==> config.mk <==
export PLATFORM = sky130hd
export DESIGN_NAME = aging_peer_table_with_rotation_flat
export DESIGN_NICKNAME = d
export VERILOG_FILES = /design/src/rtl/core/apt_pkg.sv /design/src/rtl/core/apt_if.sv /design/src/rtl/core/apt_ctrl.sv /design/src/rtl/core/apt_dp.sv /design/src/rtl/core/aging_peer_table_with_rotation.sv /design/src/flat_wrapper.sv
export SDC_FILE = /design/constraint.sdc
export NUM_CORES = 2
export LEC_CHECK = 0
export BUFFER_PORTS_ARGS = -buffer_cell sky130_fd_sc_hd__buf_2
export CAP_MARGIN = 20
export CORE_UTILIZATION = 35
export CTS_CLUSTER_SIZE = 28
export DETAILED_ROUTE_END_ITERATION = 6
export PLACE_DENSITY = 0.56
export SYNTH_ARGS = -nofsm -noshare
export SYNTH_HDL_FRONTEND = slang
export SYNTH_SLANG_ARGS = --single-unit
export TNS_END_PERCENT = 100
==> constraint.sdc <==
create_clock -name i_clk -period 9.6 [get_ports i_clk]
set_clock_uncertainty 0.2 [all_clocks]
set_input_delay 1.44 -clock i_clk [delete_from_list [all_inputs] [get_ports i_clk]]
set_output_delay 1.44 -clock i_clk [all_outputs]
set_load 0.005 [all_outputs]
==> src/rtl/core/apt_pkg.sv <==
// shared constants, codes and controller/datapath types for the peer table
package apt_pkg;

    localparam int unsigned APT_ENTRIES = 32;
    localparam int unsigned ID_W        = 32;
    localparam int unsigned TIME_W      = 32;
    localparam int unsigned CFG_W       = 32;
    localparam int unsigned CFG_IDX_W   = 1;

    localparam logic [TIME_W-1:0] FORGET_RST  = 32'd2000;
    localparam logic [TIME_W-1:0] HOLDOFF_RST = 32'd1000;
    localparam logic [TIME_W-1:0] TIME_MAX    = 32'hFFFF_FFFF;

    // configuration register indexes
    typedef enum logic [CFG_IDX_W-1:0] {
        CFG_FORGET  = 1'b0,
        CFG_HOLDOFF = 1'b1
    } t_cfg_idx;

    // item command codes
    typedef enum logic [0:0] {
        CMD_SIGHT  = 1'b0,
        CMD_SWITCH = 1'b1
    } t_item_cmd;

    typedef enum logic [2:0] {
        ST_IDLE,
        ST_DECODE,
        ST_FIRST,
        ST_SIGHT_WALK,
        ST_SIGHT_TAIL,
        ST_INSERT,
        ST_SW_WALK,
        ST_DONE
    } t_apt_state;

    // controller to datapath
    typedef struct packed {
        logic load;
        logic first_wr;
        logic addr_zero;
        logic addr_next;
        logic rd_en;
        logic sight_eval;
        logic insert;
        logic sw_check;
        logic sw_eval;
        logic out_load;
    } t_apt_cmd;

    // datapath to controller
    typedef struct packed {
        logic item_sw;
        logic have_active;
        logic hold_ok;
        logic can_walk;
        logic sw_found;
        logic out_busy;
    } t_apt_sts;

endpackage

==> src/rtl/core/apt_if.sv <==
// valid/ready channels for input words and result words

interface apt_in_if;
    logic        valid;
    logic        ready;
    logic        command;
    logic [31:0] sender_id;
    logic [31:0] now_ms;

    modport source (output valid, command, sender_id, now_ms, input ready);
    modport sink   (input valid, command, sender_id, now_ms, output ready);
endinterface

interface apt_out_if;
    logic        valid;
    logic        ready;
    logic        active_valid;
    logic [31:0] active_id;
    logic        blink_send;
    logic [31:0] blink_target;

    modport source (output valid, active_valid, active_id, blink_send, blink_target,
                    input ready);
    modport sink   (input valid, active_valid, active_id, blink_send, blink_target,
                    output ready);
endinterface

==> src/rtl/core/apt_ctrl.sv <==
// sequencer for sighting walks, switch walks and result hand-off
module apt_ctrl #(
    parameter int unsigned TABLE_ENTRIES = apt_pkg::APT_ENTRIES
) (
    input  logic              i_clk,
    input  logic              i_rst_n,
    input  logic              i_in_valid,
    output logic              o_in_ready,
    input  apt_pkg::t_apt_sts i_sts,
    output apt_pkg::t_apt_cmd o_cmd
);

    localparam int unsigned IW = $clog2(TABLE_ENTRIES);
    localparam logic [IW-1:0] LAST_IDX = IW'(TABLE_ENTRIES - 1);

    apt_pkg::t_apt_state r_state, n_state;
    logic [IW-1:0]       r_cnt, n_cnt;

    // state and walk counter
    always_ff @(posedge i_clk) begin
        if (!i_rst_n) begin
            r_state <= apt_pkg::ST_IDLE;
            r_cnt   <= '0;
        end else begin
            r_state <= n_state;
            r_cnt   <= n_cnt;
        end
    end

    // next state and commands
    always_comb begin
        n_state    = r_state;
        n_cnt      = r_cnt;
        o_cmd      = '0;
        o_in_ready = 1'b0;
        unique case (r_state)
            apt_pkg::ST_IDLE: begin
                o_in_ready = 1'b1;
                n_cnt      = '0;
                if (i_in_valid) begin
                    o_cmd.load = 1'b1;
                    n_state    = apt_pkg::ST_DECODE;
                end
            end
            apt_pkg::ST_DECODE: begin
                if (i_sts.item_sw) begin
                    o_cmd.sw_check = 1'b1;
                    if (i_sts.hold_ok && i_sts.can_walk) begin
                        o_cmd.addr_next = 1'b1;
                        n_state         = apt_pkg::ST_SW_WALK;
                    end else begin
                        n_state = apt_pkg::ST_DONE;
                    end
                end else if (!i_sts.have_active) begin
                    n_state = apt_pkg::ST_FIRST;
                end else begin
                    o_cmd.addr_zero = 1'b1;
                    n_state         = apt_pkg::ST_SIGHT_WALK;
                end
            end
            apt_pkg::ST_FIRST: begin
                o_cmd.first_wr = 1'b1;
                n_state        = apt_pkg::ST_DONE;
            end
            apt_pkg::ST_SIGHT_WALK: begin
                o_cmd.rd_en      = 1'b1;
                o_cmd.sight_eval = 1'b1;
                n_cnt            = r_cnt + 1'b1;
                if (r_cnt == LAST_IDX) begin
                    n_state = apt_pkg::ST_SIGHT_TAIL;
                end
            end
            apt_pkg::ST_SIGHT_TAIL: begin
                o_cmd.sight_eval = 1'b1;
                n_state          = apt_pkg::ST_INSERT;
            end
            apt_pkg::ST_INSERT: begin
                o_cmd.insert = 1'b1;
                n_state      = apt_pkg::ST_DONE;
            end
            apt_pkg::ST_SW_WALK: begin
                // the active entry is nonzero, so a hit comes within one lap
                o_cmd.rd_en   = 1'b1;
                o_cmd.sw_eval = 1'b1;
                if (i_sts.sw_found) begin
                    n_state = apt_pkg::ST_DONE;
                end
            end
            apt_pkg::ST_DONE: begin
                if (!i_sts.out_busy) begin
                    o_cmd.out_load = 1'b1;
                    n_state        = apt_pkg::ST_IDLE;
                end
            end
            default: begin
                n_state = apt_pkg::ST_IDLE;
            end
        endcase
    end

endmodule

==> src/rtl/core/apt_dp.sv <==
// table memories, active entry tracking, config registers and result register
module apt_dp #(
    parameter int unsigned TABLE_ENTRIES = apt_pkg::APT_ENTRIES
) (
    input  logic                           i_clk,
    input  logic                           i_rst_n,
    // configuration writes
    input  logic                           i_cfg_we,
    input  logic [apt_pkg::CFG_IDX_W-1:0]  i_cfg_idx,
    input  logic [apt_pkg::CFG_W-1:0]      i_cfg_data,
    // input word payload
    input  logic                           i_command,
    input  logic [apt_pkg::ID_W-1:0]       i_sender_id,
    input  logic [apt_pkg::TIME_W-1:0]     i_now_ms,
    // result word
    input  logic                           i_out_ready,
    output logic                           o_out_valid,
    output logic                           o_active_valid,
    output logic [apt_pkg::ID_W-1:0]       o_active_id,
    output logic                           o_blink_send,
    output logic [apt_pkg::ID_W-1:0]       o_blink_target,
    // controller link
    input  apt_pkg::t_apt_cmd              i_cmd,
    output apt_pkg::t_apt_sts              o_sts
);

    localparam int unsigned IW = $clog2(TABLE_ENTRIES);
    localparam logic [IW-1:0] LAST_IDX = IW'(TABLE_ENTRIES - 1);

    // table storage, read as zero until first written
    logic [apt_pkg::ID_W-1:0]   mem_id   [TABLE_ENTRIES];
    logic [apt_pkg::TIME_W-1:0] mem_time [TABLE_ENTRIES];
    logic [TABLE_ENTRIES-1:0]   r_vld;

    logic [apt_pkg::TIME_W-1:0] r_forget, r_holdoff;
    logic                       r_cmd;
    logic [apt_pkg::ID_W-1:0]   r_who;
    logic [apt_pkg::TIME_W-1:0] r_now, r_limit, r_last;

    logic                       r_have;
    logic [IW-1:0]              r_act_idx;
    logic [apt_pkg::ID_W-1:0]   r_act_id;

    logic [IW-1:0]              r_addr, r_rd_idx;
    logic                       r_rd_pend, r_rd_vld;
    logic [apt_pkg::ID_W-1:0]   r_rd_id;
    logic [apt_pkg::TIME_W-1:0] r_rd_time;

    logic                       r_found;
    logic [IW-1:0]              r_old_idx;
    logic [apt_pkg::TIME_W-1:0] r_old_time;
    logic                       r_blink;
    logic [apt_pkg::ID_W-1:0]   r_target;

    logic                       r_out_vld, r_out_act_vld, r_out_blink;
    logic [apt_pkg::ID_W-1:0]   r_out_act_id, r_out_target;

    logic [apt_pkg::ID_W-1:0]   rd_id, id_kept;
    logic [apt_pkg::TIME_W-1:0] rd_time, time_kept, hold_end;
    logic                       hit, stale, older, eval_now;
    logic                       wr_en;
    logic [IW-1:0]              wr_addr;
    logic [apt_pkg::ID_W-1:0]   wr_id;
    logic [apt_pkg::TIME_W-1:0] wr_time;
    logic [IW-1:0]              act_next;

    // entry read back, never-written entries read as zero
    assign rd_id   = r_rd_vld ? r_rd_id   : '0;
    assign rd_time = r_rd_vld ? r_rd_time : '0;

    // sighting evaluation of one entry
    assign eval_now  = i_cmd.sight_eval && r_rd_pend;
    assign hit       = (rd_id == r_who);
    assign stale     = (rd_time < r_limit) && (rd_id != r_act_id);
    assign id_kept   = stale ? '0 : rd_id;
    assign time_kept = stale ? '0 : rd_time;
    assign older     = !hit && (time_kept < r_old_time) && (id_kept != r_act_id);

    assign hold_end  = r_last + r_holdoff;
    assign act_next  = (r_act_idx == LAST_IDX) ? '0 : r_act_idx + 1'b1;

    // status to controller
    always_comb begin
        o_sts             = '0;
        o_sts.item_sw     = (r_cmd == apt_pkg::CMD_SWITCH);
        o_sts.have_active = r_have;
        o_sts.hold_ok     = !(r_now < hold_end);
        o_sts.can_walk    = r_have && (r_act_id != '0);
        o_sts.sw_found    = i_cmd.sw_eval && r_rd_pend && (rd_id != '0);
        o_sts.out_busy    = r_out_vld && !i_out_ready;
    end

    // single write port select
    always_comb begin
        wr_en   = 1'b0;
        wr_addr = r_rd_idx;
        wr_id   = r_who;
        wr_time = r_now;
        if (i_cmd.first_wr) begin
            wr_en   = 1'b1;
            wr_addr = '0;
        end else if (i_cmd.insert) begin
            wr_en   = !r_found;
            wr_addr = r_old_idx;
        end else if (eval_now) begin
            if (hit) begin
                wr_en = 1'b1;
                wr_id = rd_id;
            end else if (stale) begin
                wr_en   = 1'b1;
                wr_id   = '0;
                wr_time = '0;
            end
        end
    end

    // table memories with registered read
    always_ff @(posedge i_clk) begin
        if (wr_en) begin
            mem_id[wr_addr]   <= wr_id;
            mem_time[wr_addr] <= wr_time;
        end
        if (i_cmd.rd_en) begin
            r_rd_id   <= mem_id[r_addr];
            r_rd_time <= mem_time[r_addr];
        end
    end

    // written-entry flags and read pipeline control
    always_ff @(posedge i_clk) begin
        if (!i_rst_n) begin
            r_vld     <= '0;
            r_rd_pend <= 1'b0;
            r_rd_vld  <= 1'b0;
            r_addr    <= '0;
            r_rd_idx  <= '0;
        end else begin
            if (wr_en) begin
                r_vld[wr_addr] <= 1'b1;
            end
            r_rd_pend <= i_cmd.rd_en;
            if (i_cmd.addr_zero) begin
                r_addr <= '0;
            end else if (i_cmd.addr_next) begin
                r_addr <= act_next;
            end else if (i_cmd.rd_en) begin
                r_addr   <= (r_addr == LAST_IDX) ? '0 : r_addr + 1'b1;
                r_rd_idx <= r_addr;
                r_rd_vld <= r_vld[r_addr];
            end
        end
    end

    // configuration registers
    always_ff @(posedge i_clk) begin
        if (!i_rst_n) begin
            r_forget  <= apt_pkg::FORGET_RST;
            r_holdoff <= apt_pkg::HOLDOFF_RST;
        end else if (i_cfg_we) begin
            unique case (apt_pkg::t_cfg_idx'(i_cfg_idx))
                apt_pkg::CFG_FORGET:  r_forget  <= i_cfg_data;
                apt_pkg::CFG_HOLDOFF: r_holdoff <= i_cfg_data;
                default: ;
            endcase
        end
    end

    // latched word and age limit
    always_ff @(posedge i_clk) begin
        if (i_cmd.load) begin
            r_cmd   <= i_command;
            r_who   <= i_sender_id;
            r_now   <= i_now_ms;
            r_limit <= i_now_ms - r_forget;
        end
    end

    // active entry, switch time, walk results
    always_ff @(posedge i_clk) begin
        if (!i_rst_n) begin
            r_have     <= 1'b0;
            r_act_idx  <= '0;
            r_act_id   <= '0;
            r_last     <= '0;
            r_found    <= 1'b0;
            r_old_idx  <= '0;
            r_old_time <= apt_pkg::TIME_MAX;
            r_blink    <= 1'b0;
            r_target   <= '0;
        end else begin
            if (i_cmd.load) begin
                r_found    <= 1'b0;
                r_old_idx  <= '0;
                r_old_time <= apt_pkg::TIME_MAX;
                r_blink    <= 1'b0;
                r_target   <= '0;
            end
            if (eval_now) begin
                if (hit) begin
                    r_found <= 1'b1;
                end
                if (older) begin
                    r_old_idx  <= r_rd_idx;
                    r_old_time <= time_kept;
                end
            end
            // keep the active id in step with writes to the active entry
            if (wr_en && r_have && (wr_addr == r_act_idx)) begin
                r_act_id <= wr_id;
            end
            if (i_cmd.first_wr) begin
                r_have    <= 1'b1;
                r_act_idx <= '0;
                r_act_id  <= r_who;
            end
            if (i_cmd.sw_check && o_sts.hold_ok) begin
                r_last <= r_now;
            end
            if (o_sts.sw_found) begin
                r_act_idx <= r_rd_idx;
                r_act_id  <= rd_id;
                r_blink   <= 1'b1;
                r_target  <= rd_id;
            end
        end
    end

    // result register
    always_ff @(posedge i_clk) begin
        if (!i_rst_n) begin
            r_out_vld <= 1'b0;
        end else if (i_cmd.out_load) begin
            r_out_vld <= 1'b1;
        end else if (i_out_ready) begin
            r_out_vld <= 1'b0;
        end
    end

    always_ff @(posedge i_clk) begin
        if (i_cmd.out_load) begin
            r_out_act_vld <= r_have;
            r_out_act_id  <= r_have ? r_act_id : '0;
            r_out_blink   <= r_blink;
            r_out_target  <= r_target;
        end
    end

    assign o_out_valid    = r_out_vld;
    assign o_active_valid = r_out_act_vld;
    assign o_active_id    = r_out_act_id;
    assign o_blink_send   = r_out_blink;
    assign o_blink_target = r_out_target;

endmodule

==> src/rtl/core/aging_peer_table_with_rotation.sv <==
// top level of the aging peer table with active-entry rotation
// One word at a time. A sighting walks the whole table through a single
// registered read port, one entry per cycle; the first sighting after reset
// instead writes entry 0 with no walk. A switch request goes straight to the
// result when held off or when there is nothing to rotate, and otherwise
// walks from the entry after the active one to the next nonzero ID. A new
// word is taken while the previous result still waits in the output
// register. The table resets to all zeros through per-entry written flags,
// so there is no clearing pass.
// Configuration writes belong in idle time between words.
module aging_peer_table_with_rotation #(
    parameter int unsigned TABLE_ENTRIES = apt_pkg::APT_ENTRIES
) (
    input  logic                          i_clk,
    input  logic                          i_rst_n,
    input  logic                          i_cfg_we,
    input  logic [apt_pkg::CFG_IDX_W-1:0] i_cfg_idx,
    input  logic [apt_pkg::CFG_W-1:0]     i_cfg_data,
    apt_in_if.sink                        i_in,
    apt_out_if.source                     o_out
);

    apt_pkg::t_apt_cmd cmd;
    apt_pkg::t_apt_sts sts;

    // controller
    apt_ctrl #(
        .TABLE_ENTRIES (TABLE_ENTRIES)
    ) u_ctrl (
        .i_clk      (i_clk),
        .i_rst_n    (i_rst_n),
        .i_in_valid (i_in.valid),
        .o_in_ready (i_in.ready),
        .i_sts      (sts),
        .o_cmd      (cmd)
    );

    // datapath
    apt_dp #(
        .TABLE_ENTRIES (TABLE_ENTRIES)
    ) u_dp (
        .i_clk          (i_clk),
        .i_rst_n        (i_rst_n),
        .i_cfg_we       (i_cfg_we),
        .i_cfg_idx      (i_cfg_idx),
        .i_cfg_data     (i_cfg_data),
        .i_command      (i_in.command),
        .i_sender_id    (i_in.sender_id),
        .i_now_ms       (i_in.now_ms),
        .i_out_ready    (o_out.ready),
        .o_out_valid    (o_out.valid),
        .o_active_valid (o_out.active_valid),
        .o_active_id    (o_out.active_id),
        .o_blink_send   (o_out.blink_send),
        .o_blink_target (o_out.blink_target),
        .i_cmd          (cmd),
        .o_sts          (sts)
    );

endmodule

==> src/flat_wrapper.sv <==
// flat-port wrapper written by rule: the top's interface ports become plain ports
module aging_peer_table_with_rotation_flat 
#(
    parameter int unsigned TABLE_ENTRIES = apt_pkg::APT_ENTRIES
)
  (i_clk, i_rst_n, i_cfg_we, i_cfg_idx, i_cfg_data, i_in_valid, i_in_command, i_in_sender_id, i_in_now_ms, i_in_ready, o_out_valid, o_out_active_valid, o_out_active_id, o_out_blink_send, o_out_blink_target, o_out_ready);
  apt_in_if i_in_i ();
  apt_out_if o_out_i ();
  input  logic i_clk;
  input  logic i_rst_n;
  input  logic i_cfg_we;
  input  logic [apt_pkg::CFG_IDX_W-1:0] i_cfg_idx;
  input  logic [apt_pkg::CFG_W-1:0] i_cfg_data;
  input wire logic [$bits(i_in_i.valid)-1:0] i_in_valid;
  input wire logic [$bits(i_in_i.command)-1:0] i_in_command;
  input wire logic [$bits(i_in_i.sender_id)-1:0] i_in_sender_id;
  input wire logic [$bits(i_in_i.now_ms)-1:0] i_in_now_ms;
  output wire logic [$bits(i_in_i.ready)-1:0] i_in_ready;
  output wire logic [$bits(o_out_i.valid)-1:0] o_out_valid;
  output wire logic [$bits(o_out_i.active_valid)-1:0] o_out_active_valid;
  output wire logic [$bits(o_out_i.active_id)-1:0] o_out_active_id;
  output wire logic [$bits(o_out_i.blink_send)-1:0] o_out_blink_send;
  output wire logic [$bits(o_out_i.blink_target)-1:0] o_out_blink_target;
  input wire logic [$bits(o_out_i.ready)-1:0] o_out_ready;
  assign i_in_i.valid = i_in_valid;
  assign i_in_i.command = i_in_command;
  assign i_in_i.sender_id = i_in_sender_id;
  assign i_in_i.now_ms = i_in_now_ms;
  assign i_in_ready = i_in_i.ready;
  assign o_out_valid = o_out_i.valid;
  assign o_out_active_valid = o_out_i.active_valid;
  assign o_out_active_id = o_out_i.active_id;
  assign o_out_blink_send = o_out_i.blink_send;
  assign o_out_blink_target = o_out_i.blink_target;
  assign o_out_i.ready = o_out_ready;
  aging_peer_table_with_rotation #(.TABLE_ENTRIES(TABLE_ENTRIES)) u_core (.i_clk(i_clk), .i_rst_n(i_rst_n), .i_cfg_we(i_cfg_we), .i_cfg_idx(i_cfg_idx), .i_cfg_data(i_cfg_data), .i_in(i_in_i), .o_out(o_out_i));
endmodule
==> out/qor.yml <==
critical_path:
  crit_path_max_incr_delay_ps: 940
  path_class: "reg -> reg"
  path_cells: "nand2_1 -> inv_1 -> ha_1 -> a21oi_1 -> o21ai_0 -> a21oi_1 -> o311ai_0 -> o21ai_0 -> o211a_1 -> buf_4 -> nor2_1 -> ha_1 -> nand4_1 -> nor2_1 -> and3_1 -> nand4_1 -> nor4_1 -> a31o_2 -> or2_2 -> buf_12 -> a41oi_1"
  slowest_stage: "dfxtp_4"
  crit_arrival_ps: 7310
  critPathRequiredTime_ps: 10120
  worst-path-buf-inv: 3
  start_kind: "register"
  endpoint_kind: "register"
  crit_fanout: 83
  critPathTopFamily: "compound AO/OA/AOI/OAI gates"
sta:
  slew_headroom_pct: 25.48
  final.period_utilization_pct: 70.74
  fmax_ghz: 0.1472
  hold_violations: 0
  setup_viol: 0
  rsz0062_at_grt: "no"
  totalNegativeSetupSlack_ps: 0
  slew_viol_final: 0
  worst_slew_pin_slew_ps: 1118
  fin_crit_ps: 6791
pwr:
  peakVddDrop_mv: 0.2092
  swShare_pct: 28.55
  powerDensity_nw_per_um2: 253.9
  switchingPower_mw: 8.488
  finalPower_mw: 29.73
  power_frac_seq_pct: 46.5
  leakagePower_nw: 37.74
  intPower_mw: 21.24
  combPwrFrac_pct: 21.7
  power.share.clock_pct: 31.8
logic_synthesis:
  ys_top_cells_by_area: "edfxtp_1, mux4_2, dfxtp_1, ha_1, nand2_1"
  syn_nets: 5875
  ys_seq_elements: 2533
  syn_avg_cell_area_um2: 18.30
  netlist_instances: 5609
  synth_top_area_cell: "edfxtp_1"
  seq_area_frac_synth_pct: 71.60
  synth_common_cells: "edfxtp_1, mux4_2, nand2_1"
  synth_warnings: 0
  synth-main-ff-cell: "edfxtp_1"
  async_flop_share_pct: 0
  synth.most_common_cell: "edfxtp_1"
  yosysUniqueCellTypes: 77
  netlist.area_leader.share_pct: 66.56
  netlist_area_um2: 102600
  synth_edf_count: 2275
route:
  dr.pass1.iters: 5
  num_vias: 54290
  vias_per_cell: 5.435
  route.detailed.drc: 0
  ant_nets: 0
  drt_iter0_drc: 5749
  wire_per_inst_um: 27.03
  wl_mm: 270.0
floorplanning:
  dieArea_um2: 295400
  initial_core_util_pct: 35.23
  io_pins: 171
  num_rows: 198
  coreArea_um2: 291300
  fp.dieW_um: 543.5
  dieHeight_um: 543.5
final_layout:
  area_growth_pct: 14.06
  finish.net_count: 6157
  fillers: 26040
  fin_cells: 9989
  drive_gt1_share_pct: 24.81
global_route:
  grt_use_total_pct: 17.99
  antenna_found_initial: 13
  grt_pass1_wl_mm: 388.6
  grt_pass1_vias: 54400
  grt_remaining_overflow: 0
  grt_max_degree: 139
run:
  cap_viol_max_count: 0
placement:
  dp_hpwl_mm: 153.5
  dp_cells: 9521
  port_buffers: 170
  gp_congestion: 0.8551
clock_tree:
  clkSlewWorstSetupHoldPaths_ps: 60
  cts_tree: "yes"
  numCtsBuffers: 248
  ctsResizeCount: 0
  h-tree-depth: 4
  clkLatencyLatePin_ps: 920
  clockBufferDepth: 4
  cts_setup_buffers: 0
  cts.sink_count: 2533
  cts_hold_buffers: 0
  cts_root_buf: "clkbuf_16"
min_path:
  hp-class: "reg -> reg"
status:
  outcome: "complete, no violations"
power by group through the flow:
stage	clock network, mW	logic, mW	registers [mW]
finish	9.46	6.45	13.8
global route	10.0	6.94	13.8
CTS	9.66	6.43	13.8
detailed placement	0	6.40	14.0
global placement	0	6.33	14.0
floorplan	0	4.44	13.6
layout by cell type, fill, tap and decap left out, types with 69 or more instances in the layout:
cell / n
edfxtp_1: 2275
mux4_2: 650
nand2_1: 312
nor2_1: 261
clkbuf_16: 252
dfxtp_1: 252
a21oi_1: 211
inv_1: 175
buf_2: 169
ha_1: 161
buf_4: 125
o21ai_0: 82
and2_1: 69
sequential cells by signal, indices dropped and copies added (netlist names), 3 cells and up:
name,cells
u_core.u_dp.r_rd_idx,5
u_core.u_dp.r_rd_id,32
u_core.u_ctrl.r_state,3
u_core.u_dp.r_addr,5
u_core.u_dp.r_act_idx,5
u_core.u_dp.r_limit,32
u_core.u_dp.mem_time,1024
u_core.u_dp.r_who,32
u_core.u_dp.r_holdoff,32
u_core.u_dp.o_active_id,32
u_core.u_dp.r_act_id,32
u_core.u_dp.mem_id,1024
u_core.u_dp.r_target,32
u_core.u_dp.r_old_idx,5
u_core.u_dp.r_forget,32
u_core.u_dp.o_blink_target,32
u_core.u_dp.r_old_time,32
u_core.u_dp.r_last,32
u_core.u_ctrl.r_cnt,5
u_core.u_dp.r_rd_time,32
u_core.u_dp.r_vld,32
u_core.u_dp.r_now,32
per-layer routing:
layer  up-vias  track usage, %  part of all wire (%)
met4         2           4.254                   2.1
met5         -               0                0.0048
li1      23110               -                     -
met3       355           2.573                   6.6
met1     28890           25.95                    44
met2      1934           28.70                    47
kinds of logic after synthesis:
logic type	share of synthesized area, %
compound gates	4.264
xor+xnor	0.6486
fa+ha+maj	2.002
buf+inv	1.782
flops	71.60
mux	15.44
simple gates	4.268
worst paths after layout:
| check | startpoint | endpoint | slack [ps] | cells after the start |
|---|---|---|---|---|
| worst max-delay path | u_core.u_dp.r_rd_vld | u_core.u_dp.r_old_time[0] | 2810 | 21 |
| worst min-delay path | u_core.u_dp.r_blink | u_core.u_dp.o_blink_send | 230 | 0 |
| worst max register to register | u_core.u_dp.r_rd_vld | u_core.u_dp.r_old_time[0] | 2810 | 21 |
| worst min register to register | u_core.u_dp.r_blink | u_core.u_dp.o_blink_send | 230 | 0 |
final cells by class:
type | count | area [um2] | area share, %
antenna | 2 | 5.005 | 0.004275
clock buffer | 321 | 6695 | 5.719
clock inverter | 125 | 1075 | 0.9181
inverter | 179 | 681.9 | 0.5825
multi-input combinational | 2604 | 27790 | 23.74
sequential | 2533 | 73500 | 62.79
tap | 3900 | 4880 | 4.168
timing repair buffer | 325 | 2435 | 2.080
metrics by stage:
step / setup WS [ps] / util, % / area (um2) / hold WS (ps)
floorplan: 1142 / - / 102600 / 206.4
global placement: 2312 / 37.34 / 108800 / 216.0
detailed placement: 2566 / 37.37 / 108900 / 215.6
CTS: 2535 / 40.04 / 116600 / 229.4
global route: 2229 / 40.18 / 117100 / 232.8
finish: 2809 / 40.18 / 117100 / 230.2
(Power assumes the default switching activity.)
